[src/rtl/assert_macros.svh]
// ---------------------------------------------------------------------------
// assert_macros.svh
// clocked assertion helpers used by the rtl
// ---------------------------------------------------------------------------
`ifndef ASSERT_MACROS_SVH
`define ASSERT_MACROS_SVH

// property checked at every rising edge outside reset
`define ASSERT_CLK(label, prop, msg) \
  label: assert property (@(posedge clk_i) disable iff (!rst_ni) (prop)) \
    else $error(msg);

// condition that must never be true outside reset
`define ASSERT_NEVER(label, cond, msg) \
  label: assert property (@(posedge clk_i) disable iff (!rst_ni) !(cond)) \
    else $error(msg);

`endif

[src/rtl/pwp_pkg.sv]
// ---------------------------------------------------------------------------
// pwp_pkg
// shared types and constants of the partition write protect check
// ---------------------------------------------------------------------------
package pwp_pkg;

  localparam int unsigned ADDR_W        = 32;
  localparam int unsigned ENTRY_W       = 5;
  localparam int unsigned COUNT_W       = 5;
  localparam int unsigned SECTOR_SHIFT  = 9;
  // table word: writable flag above the start sector
  localparam int unsigned WORD_W        = ADDR_W + 1;

  // configuration register indexes
  localparam int unsigned CFG_IDX_W     = 2;
  localparam int unsigned CFG_DATA_W    = COUNT_W;
  localparam logic [CFG_IDX_W-1:0] CFG_FORCE_ALLOW     = 2'd0;
  localparam logic [CFG_IDX_W-1:0] CFG_BLOCK_ADDRESSED = 2'd1;
  localparam logic [CFG_IDX_W-1:0] CFG_PARTITION_COUNT = 2'd2;

  typedef enum logic [1:0] {
    ACT_CHECK   = 2'd0,
    ACT_LOAD    = 2'd1,
    ACT_MARK_WR = 2'd2,
    ACT_MARK_RO = 2'd3
  } action_e;

  typedef enum logic [1:0] {
    ST_IDLE,
    ST_MARK,
    ST_SCAN,
    ST_DONE
  } state_e;

  typedef struct packed {
    logic               force_allow;
    logic               block_addressed;
    logic [COUNT_W-1:0] partition_count;
  } cfg_t;

endpackage

[src/rtl/pwp_in_if.sv]
// ---------------------------------------------------------------------------
// pwp_in_if
// request channel: action, entry index and address
// ---------------------------------------------------------------------------
interface pwp_in_if;
  import pwp_pkg::*;

  logic               valid;
  logic               ready;
  logic [1:0]         action;
  logic [ENTRY_W-1:0] entry_index;
  logic [ADDR_W-1:0]  address;

  modport source (output valid, output action, output entry_index, output address,
                  input ready);
  modport sink   (input valid, input action, input entry_index, input address,
                  output ready);
endinterface

[src/rtl/pwp_out_if.sv]
// ---------------------------------------------------------------------------
// pwp_out_if
// result channel: writable and violation flags
// ---------------------------------------------------------------------------
interface pwp_out_if;
  logic valid;
  logic ready;
  logic writable;
  logic violation;

  modport source (output valid, output writable, output violation, input ready);
  modport sink   (input valid, input writable, input violation, output ready);
endinterface

[src/rtl/pwp_ram.sv]
// ---------------------------------------------------------------------------
// pwp_ram
// generic single write port ram with registered read
// ---------------------------------------------------------------------------
module pwp_ram #(
  parameter int unsigned Width = 8,
  parameter int unsigned Depth = 16,
  localparam int unsigned AddrW = (Depth > 1) ? $clog2(Depth) : 1
) (
  input  logic             clk_i,
  input  logic             we_i,
  input  logic [AddrW-1:0] waddr_i,
  input  logic [Width-1:0] wdata_i,
  input  logic             re_i,
  input  logic [AddrW-1:0] raddr_i,
  output logic [Width-1:0] rdata_o
);

  logic [Width-1:0] mem_q [Depth];
  logic [Width-1:0] rdata_q;

  always_ff @(posedge clk_i) begin
    if (we_i) begin
      mem_q[waddr_i] <= wdata_i;
    end
    if (re_i) begin
      rdata_q <= mem_q[raddr_i];
    end
  end

  assign rdata_o = rdata_q;

endmodule

[src/rtl/pwp_cfg.sv]
// ---------------------------------------------------------------------------
// pwp_cfg
// configuration registers written through the plain write port
// ---------------------------------------------------------------------------
module pwp_cfg import pwp_pkg::*; (
  input  logic                  clk_i,
  input  logic                  rst_ni,
  input  logic                  cfg_we_i,
  input  logic [CFG_IDX_W-1:0]  cfg_idx_i,
  input  logic [CFG_DATA_W-1:0] cfg_wdata_i,
  output cfg_t                  cfg_o
);

  cfg_t cfg_q, cfg_d;

  always_comb begin
    cfg_d = cfg_q;
    if (cfg_we_i) begin
      case (cfg_idx_i)
        CFG_FORCE_ALLOW:     cfg_d.force_allow     = cfg_wdata_i[0];
        CFG_BLOCK_ADDRESSED: cfg_d.block_addressed = cfg_wdata_i[0];
        CFG_PARTITION_COUNT: cfg_d.partition_count = cfg_wdata_i[COUNT_W-1:0];
        default:             cfg_d = cfg_q;
      endcase
    end
  end

  always_ff @(posedge clk_i or negedge rst_ni) begin
    if (!rst_ni) begin
      cfg_q.force_allow     <= 1'b0;
      cfg_q.block_addressed <= 1'b1;
      cfg_q.partition_count <= '0;
    end else begin
      cfg_q <= cfg_d;
    end
  end

  assign cfg_o = cfg_q;

endmodule

[src/rtl/pwp_scan.sv]
// ---------------------------------------------------------------------------
// pwp_scan
// item sequencer: table updates, downward scan and result register
// ---------------------------------------------------------------------------
`include "assert_macros.svh"

module pwp_scan import pwp_pkg::*; #(
  parameter int unsigned MaxParts = 32,
  localparam int unsigned IdxW = $clog2(MaxParts)
) (
  input  logic              clk_i,
  input  logic              rst_ni,
  input  cfg_t              cfg_i,
  pwp_in_if.sink            in_i,
  pwp_out_if.source         out_o,
  // table ram
  output logic              ram_we_o,
  output logic [IdxW-1:0]   ram_waddr_o,
  output logic [WORD_W-1:0] ram_wdata_o,
  output logic              ram_re_o,
  output logic [IdxW-1:0]   ram_raddr_o,
  input  logic [WORD_W-1:0] ram_rdata_i
);

  localparam int unsigned TopMax = MaxParts - 1;

  state_e state_q, state_d;

  logic [ADDR_W-1:0] addr_q, addr_d;
  logic [IdxW-1:0]   k_q, k_d;
  logic              mark_wr_q, mark_wr_d;
  logic              res_wr_q, res_wr_d;
  logic [MaxParts-1:0] loaded_q, loaded_d;

  logic              out_valid_q, out_valid_d;
  logic              writable_q, writable_d;
  logic              violation_q, violation_d;

  logic              in_fire;
  action_e           act;
  logic              in_range;
  logic [IdxW+ENTRY_W-1:0] idx_wide;
  logic [IdxW-1:0]   idx;
  logic [IdxW+COUNT_W-1:0] cnt_wide;
  logic [IdxW-1:0]   top;
  logic [ADDR_W-1:0] sector;
  logic              hit;
  logic              out_free;

  assign act        = action_e'(in_i.action);
  assign in_i.ready = (state_q == ST_IDLE);
  assign in_fire    = in_i.valid && in_i.ready;
  assign in_range   = 32'(in_i.entry_index) < 32'(MaxParts);
  assign idx_wide   = {{IdxW{1'b0}}, in_i.entry_index};
  assign idx        = idx_wide[IdxW-1:0];
  assign cnt_wide   = {{IdxW{1'b0}}, cfg_i.partition_count};
  assign top        = (32'(cfg_i.partition_count) > 32'(TopMax)) ? IdxW'(TopMax)
                                                                  : cnt_wide[IdxW-1:0];
  assign sector     = cfg_i.block_addressed ? in_i.address
                                            : (in_i.address >> SECTOR_SHIFT);
  assign hit        = addr_q >= ram_rdata_i[ADDR_W-1:0];
  assign out_free   = !out_valid_q || out_o.ready;

  // next state
  always_comb begin
    state_d = state_q;
    case (state_q)
      ST_IDLE: begin
        if (in_fire) begin
          if (act == ACT_CHECK && !cfg_i.force_allow && top != '0) begin
            state_d = ST_SCAN;
          end else if ((act inside {ACT_MARK_WR, ACT_MARK_RO}) && in_range) begin
            state_d = ST_MARK;
          end else begin
            state_d = ST_DONE;
          end
        end
      end
      ST_MARK: state_d = ST_DONE;
      ST_SCAN: begin
        if (hit || k_q == IdxW'(1)) begin
          state_d = ST_DONE;
        end
      end
      ST_DONE: begin
        if (out_free) begin
          state_d = ST_IDLE;
        end
      end
      default: state_d = ST_IDLE;
    endcase
  end

  // datapath and ram controls
  always_comb begin
    addr_d      = addr_q;
    k_d         = k_q;
    mark_wr_d   = mark_wr_q;
    res_wr_d    = res_wr_q;
    loaded_d    = loaded_q;
    ram_we_o    = 1'b0;
    ram_waddr_o = k_q;
    ram_wdata_o = {mark_wr_q, ram_rdata_i[ADDR_W-1:0]};
    ram_re_o    = 1'b0;
    ram_raddr_o = k_q;
    out_valid_d = out_valid_q && !out_o.ready;
    writable_d  = writable_q;
    violation_d = violation_q;

    case (state_q)
      ST_IDLE: begin
        if (in_fire) begin
          addr_d    = sector;
          mark_wr_d = (act == ACT_MARK_WR);
          res_wr_d  = 1'b1;
          case (act)
            ACT_CHECK: begin
              k_d         = top;
              ram_re_o    = 1'b1;
              ram_raddr_o = top;
              // no scan without a partition or when forced; writable only if forced
              res_wr_d    = cfg_i.force_allow;
            end
            ACT_LOAD: begin
              if (in_range) begin
                ram_we_o       = 1'b1;
                ram_waddr_o    = idx;
                ram_wdata_o    = {1'b0, in_i.address};
                loaded_d[idx]  = 1'b1;
              end
            end
            default: begin
              // mark: fetch the word so the start sector is kept
              k_d         = idx;
              ram_re_o    = 1'b1;
              ram_raddr_o = idx;
            end
          endcase
        end
      end
      ST_MARK: begin
        ram_we_o      = 1'b1;
        loaded_d[k_q] = 1'b1;
      end
      ST_SCAN: begin
        if (hit) begin
          res_wr_d = loaded_q[k_q] && ram_rdata_i[ADDR_W];
        end else if (k_q == IdxW'(1)) begin
          res_wr_d = 1'b0;
        end else begin
          k_d         = k_q - IdxW'(1);
          ram_re_o    = 1'b1;
          ram_raddr_o = k_q - IdxW'(1);
        end
      end
      ST_DONE: begin
        if (out_free) begin
          out_valid_d = 1'b1;
          writable_d  = res_wr_q;
          violation_d = !res_wr_q;
        end
      end
      default: ;
    endcase
  end

  always_ff @(posedge clk_i or negedge rst_ni) begin
    if (!rst_ni) begin
      state_q     <= ST_IDLE;
      loaded_q    <= '0;
      out_valid_q <= 1'b0;
    end else begin
      state_q     <= state_d;
      loaded_q    <= loaded_d;
      out_valid_q <= out_valid_d;
    end
  end

  always_ff @(posedge clk_i) begin
    addr_q      <= addr_d;
    k_q         <= k_d;
    mark_wr_q   <= mark_wr_d;
    res_wr_q    <= res_wr_d;
    writable_q  <= writable_d;
    violation_q <= violation_d;
  end

  assign out_o.valid     = out_valid_q;
  assign out_o.writable  = writable_q;
  assign out_o.violation = violation_q;

  `ASSERT_NEVER(a_scan_entry_zero, state_q == ST_SCAN && k_q == '0, "scan reached entry zero")
  `ASSERT_CLK(a_fire_leaves_idle, in_fire |=> state_q != ST_IDLE, "accepted item left idle")
  `ASSERT_CLK(a_mark_one_cycle, state_q == ST_MARK |=> state_q == ST_DONE, "mark write-back stalled")
  `ASSERT_CLK(a_flags_exclusive, out_valid_q |-> writable_q != violation_q, "result flags agree")
  `ASSERT_CLK(a_load_from_done, $rose(out_valid_q) |-> $past(state_q) == ST_DONE,
              "result loaded outside done")

endmodule

[src/rtl/partition_write_protect_check.sv]
// ---------------------------------------------------------------------------
// partition_write_protect_check
// write guard over a table of partition start sectors with read-only flags
// ---------------------------------------------------------------------------
// steps: loads and forced checks go straight to done; a mark reads the word, then
//   writes it back; a table check scans entries from the highest down to entry 1
// throughput: one item at a time; the scan reads one table word a cycle
//   through the single read port of the table ram
// reset: config goes to force_allow 0, block_addressed 1, partition_count 0;
//   all entries read-only at once, start sectors undefined until loaded
module partition_write_protect_check import pwp_pkg::*; #(
  parameter int unsigned MAX_PARTITIONS = 32
) (
  input  logic                  clk_i,
  input  logic                  rst_ni,
  // configuration write port
  input  logic                  cfg_we_i,
  input  logic [CFG_IDX_W-1:0]  cfg_idx_i,
  input  logic [CFG_DATA_W-1:0] cfg_wdata_i,
  // item channels
  pwp_in_if.sink                in_i,
  pwp_out_if.source             out_o
);

  localparam int unsigned IdxW = $clog2(MAX_PARTITIONS);

  cfg_t              cfg;
  logic              ram_we;
  logic [IdxW-1:0]   ram_waddr;
  logic [WORD_W-1:0] ram_wdata;
  logic              ram_re;
  logic [IdxW-1:0]   ram_raddr;
  logic [WORD_W-1:0] ram_rdata;

  // force_allow, block_addressed and partition_count
  pwp_cfg u_cfg (
    .clk_i       (clk_i),
    .rst_ni      (rst_ni),
    .cfg_we_i    (cfg_we_i),
    .cfg_idx_i   (cfg_idx_i),
    .cfg_wdata_i (cfg_wdata_i),
    .cfg_o       (cfg)
  );

  // table word per entry: {writable flag, start sector}
  pwp_ram #(
    .Width (WORD_W),
    .Depth (MAX_PARTITIONS)
  ) u_table (
    .clk_i   (clk_i),
    .we_i    (ram_we),
    .waddr_i (ram_waddr),
    .wdata_i (ram_wdata),
    .re_i    (ram_re),
    .raddr_i (ram_raddr),
    .rdata_o (ram_rdata)
  );

  // sequencer: marks as read-modify-write, loads as direct writes, checks scan from
  // the highest partition down; the first entry not above the sector decides
  pwp_scan #(
    .MaxParts (MAX_PARTITIONS)
  ) u_scan (
    .clk_i       (clk_i),
    .rst_ni      (rst_ni),
    .cfg_i       (cfg),
    .in_i        (in_i),
    .out_o       (out_o),
    .ram_we_o    (ram_we),
    .ram_waddr_o (ram_waddr),
    .ram_wdata_o (ram_wdata),
    .ram_re_o    (ram_re),
    .ram_raddr_o (ram_raddr),
    .ram_rdata_i (ram_rdata)
  );

endmodule
[src/flat_wrapper.sv]
// flat-port wrapper written by rule: the top's interface ports become plain ports
module partition_write_protect_check_flat import pwp_pkg::*;
#(
  parameter int unsigned MAX_PARTITIONS = 32
)
  (clk_i, rst_ni, cfg_we_i, cfg_idx_i, cfg_wdata_i, in_i_valid, in_i_action, in_i_entry_index, in_i_address, in_i_ready, out_o_valid, out_o_writable, out_o_violation, out_o_ready);
  pwp_in_if in_i_i ();
  pwp_out_if out_o_i ();
  input  logic clk_i;
  input  logic rst_ni;
  input  logic cfg_we_i;
  input  logic [CFG_IDX_W-1:0] cfg_idx_i;
  input  logic [CFG_DATA_W-1:0] cfg_wdata_i;
  input wire logic [$bits(in_i_i.valid)-1:0] in_i_valid;
  input wire logic [$bits(in_i_i.action)-1:0] in_i_action;
  input wire logic [$bits(in_i_i.entry_index)-1:0] in_i_entry_index;
  input wire logic [$bits(in_i_i.address)-1:0] in_i_address;
  output wire logic [$bits(in_i_i.ready)-1:0] in_i_ready;
  output wire logic [$bits(out_o_i.valid)-1:0] out_o_valid;
  output wire logic [$bits(out_o_i.writable)-1:0] out_o_writable;
  output wire logic [$bits(out_o_i.violation)-1:0] out_o_violation;
  input wire logic [$bits(out_o_i.ready)-1:0] out_o_ready;
  assign in_i_i.valid = in_i_valid;
  assign in_i_i.action = in_i_action;
  assign in_i_i.entry_index = in_i_entry_index;
  assign in_i_i.address = in_i_address;
  assign in_i_ready = in_i_i.ready;
  assign out_o_valid = out_o_i.valid;
  assign out_o_writable = out_o_i.writable;
  assign out_o_violation = out_o_i.violation;
  assign out_o_i.ready = out_o_ready;
  partition_write_protect_check #(.MAX_PARTITIONS(MAX_PARTITIONS)) u_core (.clk_i(clk_i), .rst_ni(rst_ni), .cfg_we_i(cfg_we_i), .cfg_idx_i(cfg_idx_i), .cfg_wdata_i(cfg_wdata_i), .in_i(in_i_i), .out_o(out_o_i));
endmodule
[config.mk]
export PLATFORM = sky130hd
export DESIGN_NAME = partition_write_protect_check_flat
export DESIGN_NICKNAME = d
export VERILOG_FILES = /design/src/rtl/pwp_pkg.sv /design/src/rtl/pwp_in_if.sv /design/src/rtl/pwp_out_if.sv /design/src/rtl/pwp_ram.sv /design/src/rtl/pwp_cfg.sv /design/src/rtl/pwp_scan.sv /design/src/rtl/partition_write_protect_check.sv /design/src/flat_wrapper.sv
export VERILOG_INCLUDE_DIRS = /design/src /design/src/rtl
export SDC_FILE = /design/constraint.sdc
export NUM_CORES = 2
export LEC_CHECK = 0
export BUFFER_PORTS_ARGS = -buffer_cell sky130_fd_sc_hd__buf_2
export CAP_MARGIN = 5
export CORE_ASPECT_RATIO = 0.7
export CORE_MARGIN = 2
export CORE_UTILIZATION = 57
export DETAILED_ROUTE_END_ITERATION = 8
export PLACE_DENSITY_LB_ADDON = 0.12
export SLEW_MARGIN = 10
export SYNTH_ARGS = -nofsm -noshare
export SYNTH_HDL_FRONTEND = slang
export SYNTH_HIERARCHICAL = 1
export SYNTH_SLANG_ARGS = --single-unit
[constraint.sdc]
create_clock -name clk_i -period 6.6 [get_ports clk_i]
set_input_delay 0.99 -clock clk_i [delete_from_list [all_inputs] [get_ports clk_i]]
set_output_delay 0.99 -clock clk_i [all_outputs]
set_load 0.05 [all_outputs]
==> flow_summary.ini <==
[sta]
fmax_mhz = 195.5
slew_viol_final = 0
post-route-period-util = 0.7750
final-setup-viol-count = 0
relSlewSlack = 0.1851
grt_setup_unrepaired = no
fin_skew_ns = 0.03032
holdWs_ns = 0.4347
final_hold_viol_count = 0
worst_pin_slew_ns = 1.218
tns_ns = 0
min_period_ns = 5.115

[power]
p_comb_frac = 0.415
pwr_density_cell_nw_per_um2 = 525.2
ir_worst_vdd_uv = 782.8
p_total_w = 0.02782
power_frac_seq = 0.368
clock_power_share = 0.217
internal_power_w = 0.01722
sw_frac_of_total = 0.3811
net-switching-power_w = 0.01060
cellLeakagePower_nw = 18.07

[logic_synthesis]
synth.yosys.seq_area_share = 0.7338
synth_edf_count = 1125
syn_inst = 2836
synth_area_per_cell_um2 = 16.79
synth_area_um2 = 47610
yosysWarnings = 6
ys_async_sr_fraction = 0.03584
synth_cell_type_count = 63
synth-main-ff-cell = edfxtp_1
syn-num-nets = 2927
ys_ff_latch = 1172

[cts]
cts_tree = yes
cts_sinks = 1172
cts_resized = 0
post_cts_buffers = 0
cts_htree_levels = 3
holdBufCountCts = 0
ctsRootBufferMaster = clkbuf_16
path_clk_slew_ns = 0.07
cts_buffers = 105
clk_latency_ns = 0.70
cts.path.max_buffers = 3

[min_path]
min_path_type = in2async

[die]
die_h_um = 245.8
die_area_um2 = 85890
core-area_um2 = 82580
start_util = 0.5765
rows = 88
die-width_um = 349.4
io_pins = 55

[routing]
ant_nets = 0
firstDrtPassIters = 7
wl_per_cell_um = 30.30
via_per_inst = 6.517
wl_mm = 123.9
via_count = 26640
drc = 0
drtIter0Drc = 2963

[critical_path]
path_buf_inv = 2
critPathSlowestCell = or4_4
crit_fanout = 49
crit_chain = ha_1, nand4_2, or4_4, or2_0, o22ai_2, nand2_1, nand3_4, buf_12, buf_12, mux2i_1, a22o_1, nor3_1, a31oi_1, nand3_1
cpMostUsedCell = buf_12
slowest_delay_ns = 0.62
cp.arrival_ns = 5.49
critPathTopFamily = simple AND/OR/NAND/NOR gates
path_class = reg2reg
worstPathRequired_ns = 6.97
crit_path_end_kind = register
cp-start-kind = register

[global_route]
grt_pass1_vias = 25890
grt_pass1_wl_mm = 178.0
gr-total-overflow = 0
antenna_found_initial = 2
use_met1 = 0.4191
use_met3 = 0.05522
grt_use_met2 = 0.4535
grtUsageTotal = 0.2885
grt_start_max_net_pins = 103
busiest_layer = met2

[placement]
hpwlAfterDp_mm = 67.90
gp_congestion = 0.9077
io_buffers = 54
dpl.cell_count = 3892

[finish]
final_cells = 4088
drive_gt1_frac = 0.1386
n_antenna_cell = 0
areaGrowthSynthToFinish_pct = 11.26
nets = 3010
fillers = 5748

[flow_run]
drv_cap = 0

[outcome]
status = complete, no violations
-- routing by layer --
| metal | vias to the layer above | part of all wire |
|---|---|---|
| li1 | 11340 | - |
| met1 | 13850 | 0.42 |
| met2 | 1227 | 0.47 |
| met3 | 219 | 0.086 |
| met4 | 2 | 0.024 |
| met5 | - | 0.00010 |
-- layout by cell type, fill, tap and decap left out, types with 13 or more instances in the layout --
cell          n
a21o_1       33
nor3_1       38
a22o_1       67
mux2_2       61
a22oi_1     102
nor2_4       33
buf_4        48
edfxtp_1   1125
a31oi_1      36
inv_1        48
clkinv_2     24
nand2_1     126
mux2i_1     532
clkbuf_16   105
buf_2        54
a21oi_1     118
dfrtp_1      41
clkbuf_1     24
buf_12       33
nand3_1     113
o22ai_1      33
and2_1       13
clkinv_1     24
ha_1         40
-- Yosys cell counts, drive strengths merged, types with 3 or more instances --
master	number	share of area
a22oi	102	0.016
o31ai	3	0.00058
o22ai	34	0.0046
ha	40	0.011
nand2	127	0.010
or3b	6	0.0011
a21o	33	0.0052
a21oi	118	0.012
a31oi	36	0.0047
nor3	38	0.0040
dfrtp	41	0.022
clkbuf	62	0.0050
mux2	66	0.016
edfxtp	1125	0.71
buf	97	0.015
o21ai	11	0.0012
or3	5	0.00066
nor2b	6	0.00079
nor2	44	0.0035
a22o	67	0.012
nand4	9	0.0013
nand2b	5	0.00066
nand3	114	0.012
nand3b	13	0.0023
or2	4	0.00053
dfxtp	5	0.0021
and2	14	0.0018
inv	48	0.0038
mux2i	532	0.11
mux4	8	0.0038
-- power by group through the flow --
stage	registers [W]	logic, W	clock network [W]
3_5_place_dp	0.0104	0.0114	0
2_1_floorplan	0.0102	0.00810	0
6_report	0.0102	0.0116	0.00602
3_3_place_gp	0.0104	0.0112	0
5_1_grt	0.0103	0.0122	0.00640
4_1_cts	0.0102	0.0114	0.00611
-- state kept, by name (all words and copies together), names as in the netlist --
register                       cells
u_core/u_cfg/cfg_o                 7
u_core/u_scan/addr_q              32
u_core/u_scan/k_q                  5
u_core/u_scan/loaded_q            32
u_core/u_scan/mark_wr_q            1
u_core/u_scan/out_o.valid          1
u_core/u_scan/out_o.violation      1
u_core/u_scan/out_o.writable       1
u_core/u_scan/res_wr_q             1
u_core/u_scan/state_q              2
u_core/u_table/mem_q            1056
u_core/u_table/rdata_o            33
-- logic make-up after synthesis --
group	count (synthesis)	share of synthesized area
mux	606	0.1316
compound gates	421	0.06045
flops	1172	0.7338
buf+inv	207	0.02386
fa+ha+maj	40	0.01051
simple gates	390	0.03976
-- stage by stage --
step	utilization	cell area (um2)	setup slack [ns]
4_1_cts	0.6413	52960	1.488
3_3_place_gp	0.6006	49600	1.568
2_1_floorplan	-	47610	1.763
3_5_place_dp	0.6006	49600	1.546
6_report	0.6414	52970	1.485
5_1_grt	0.6414	52970	1.251
-- worst paths after layout --
check	startpoint	end	slack, ns	depth (start not counted)
worst max-delay path	u_core/u_scan/addr_q[29]$_SDFFCE_PN0P_	u_core/u_table/rdata_o[27]$_DFFE_PP_	1.48	14
worst min-delay path	rst_ni	u_core/u_cfg/cfg_o[2]$_DFFE_PN0P_	0.43	1
worst max register to register	u_core/u_scan/addr_q[29]$_SDFFCE_PN0P_	u_core/u_table/rdata_o[27]$_DFFE_PP_	1.48	14
worst min register to register	u_core/u_scan/loaded_q[22]$_DFFE_PN0P_	u_core/u_scan/loaded_q[22]$_DFFE_PN0P_	0.45	1
max in group asynchronous	rst_ni	u_core/u_scan/state_q[0]$_DFFE_PN0P_	5.54	1
min in group clk_i	u_core/u_scan/loaded_q[22]$_DFFE_PN0P_	u_core/u_scan/loaded_q[22]$_DFFE_PN0P_	0.45	1
-- area by class of cell --
cell class | count | area (um2) | area share
multi-input cells | 1457 | 11850 | 0.2237
well taps | 1080 | 1351 | 0.02551
clock inverters | 67 | 645.6 | 0.01219
clock buffers | 129 | 2718 | 0.05131
flip-flops and latches | 1172 | 34930 | 0.6595
inverters | 48 | 180.2 | 0.003401
repair buffers | 135 | 1291 | 0.02438
Note: power is estimated with default switching activity, not from simulation.
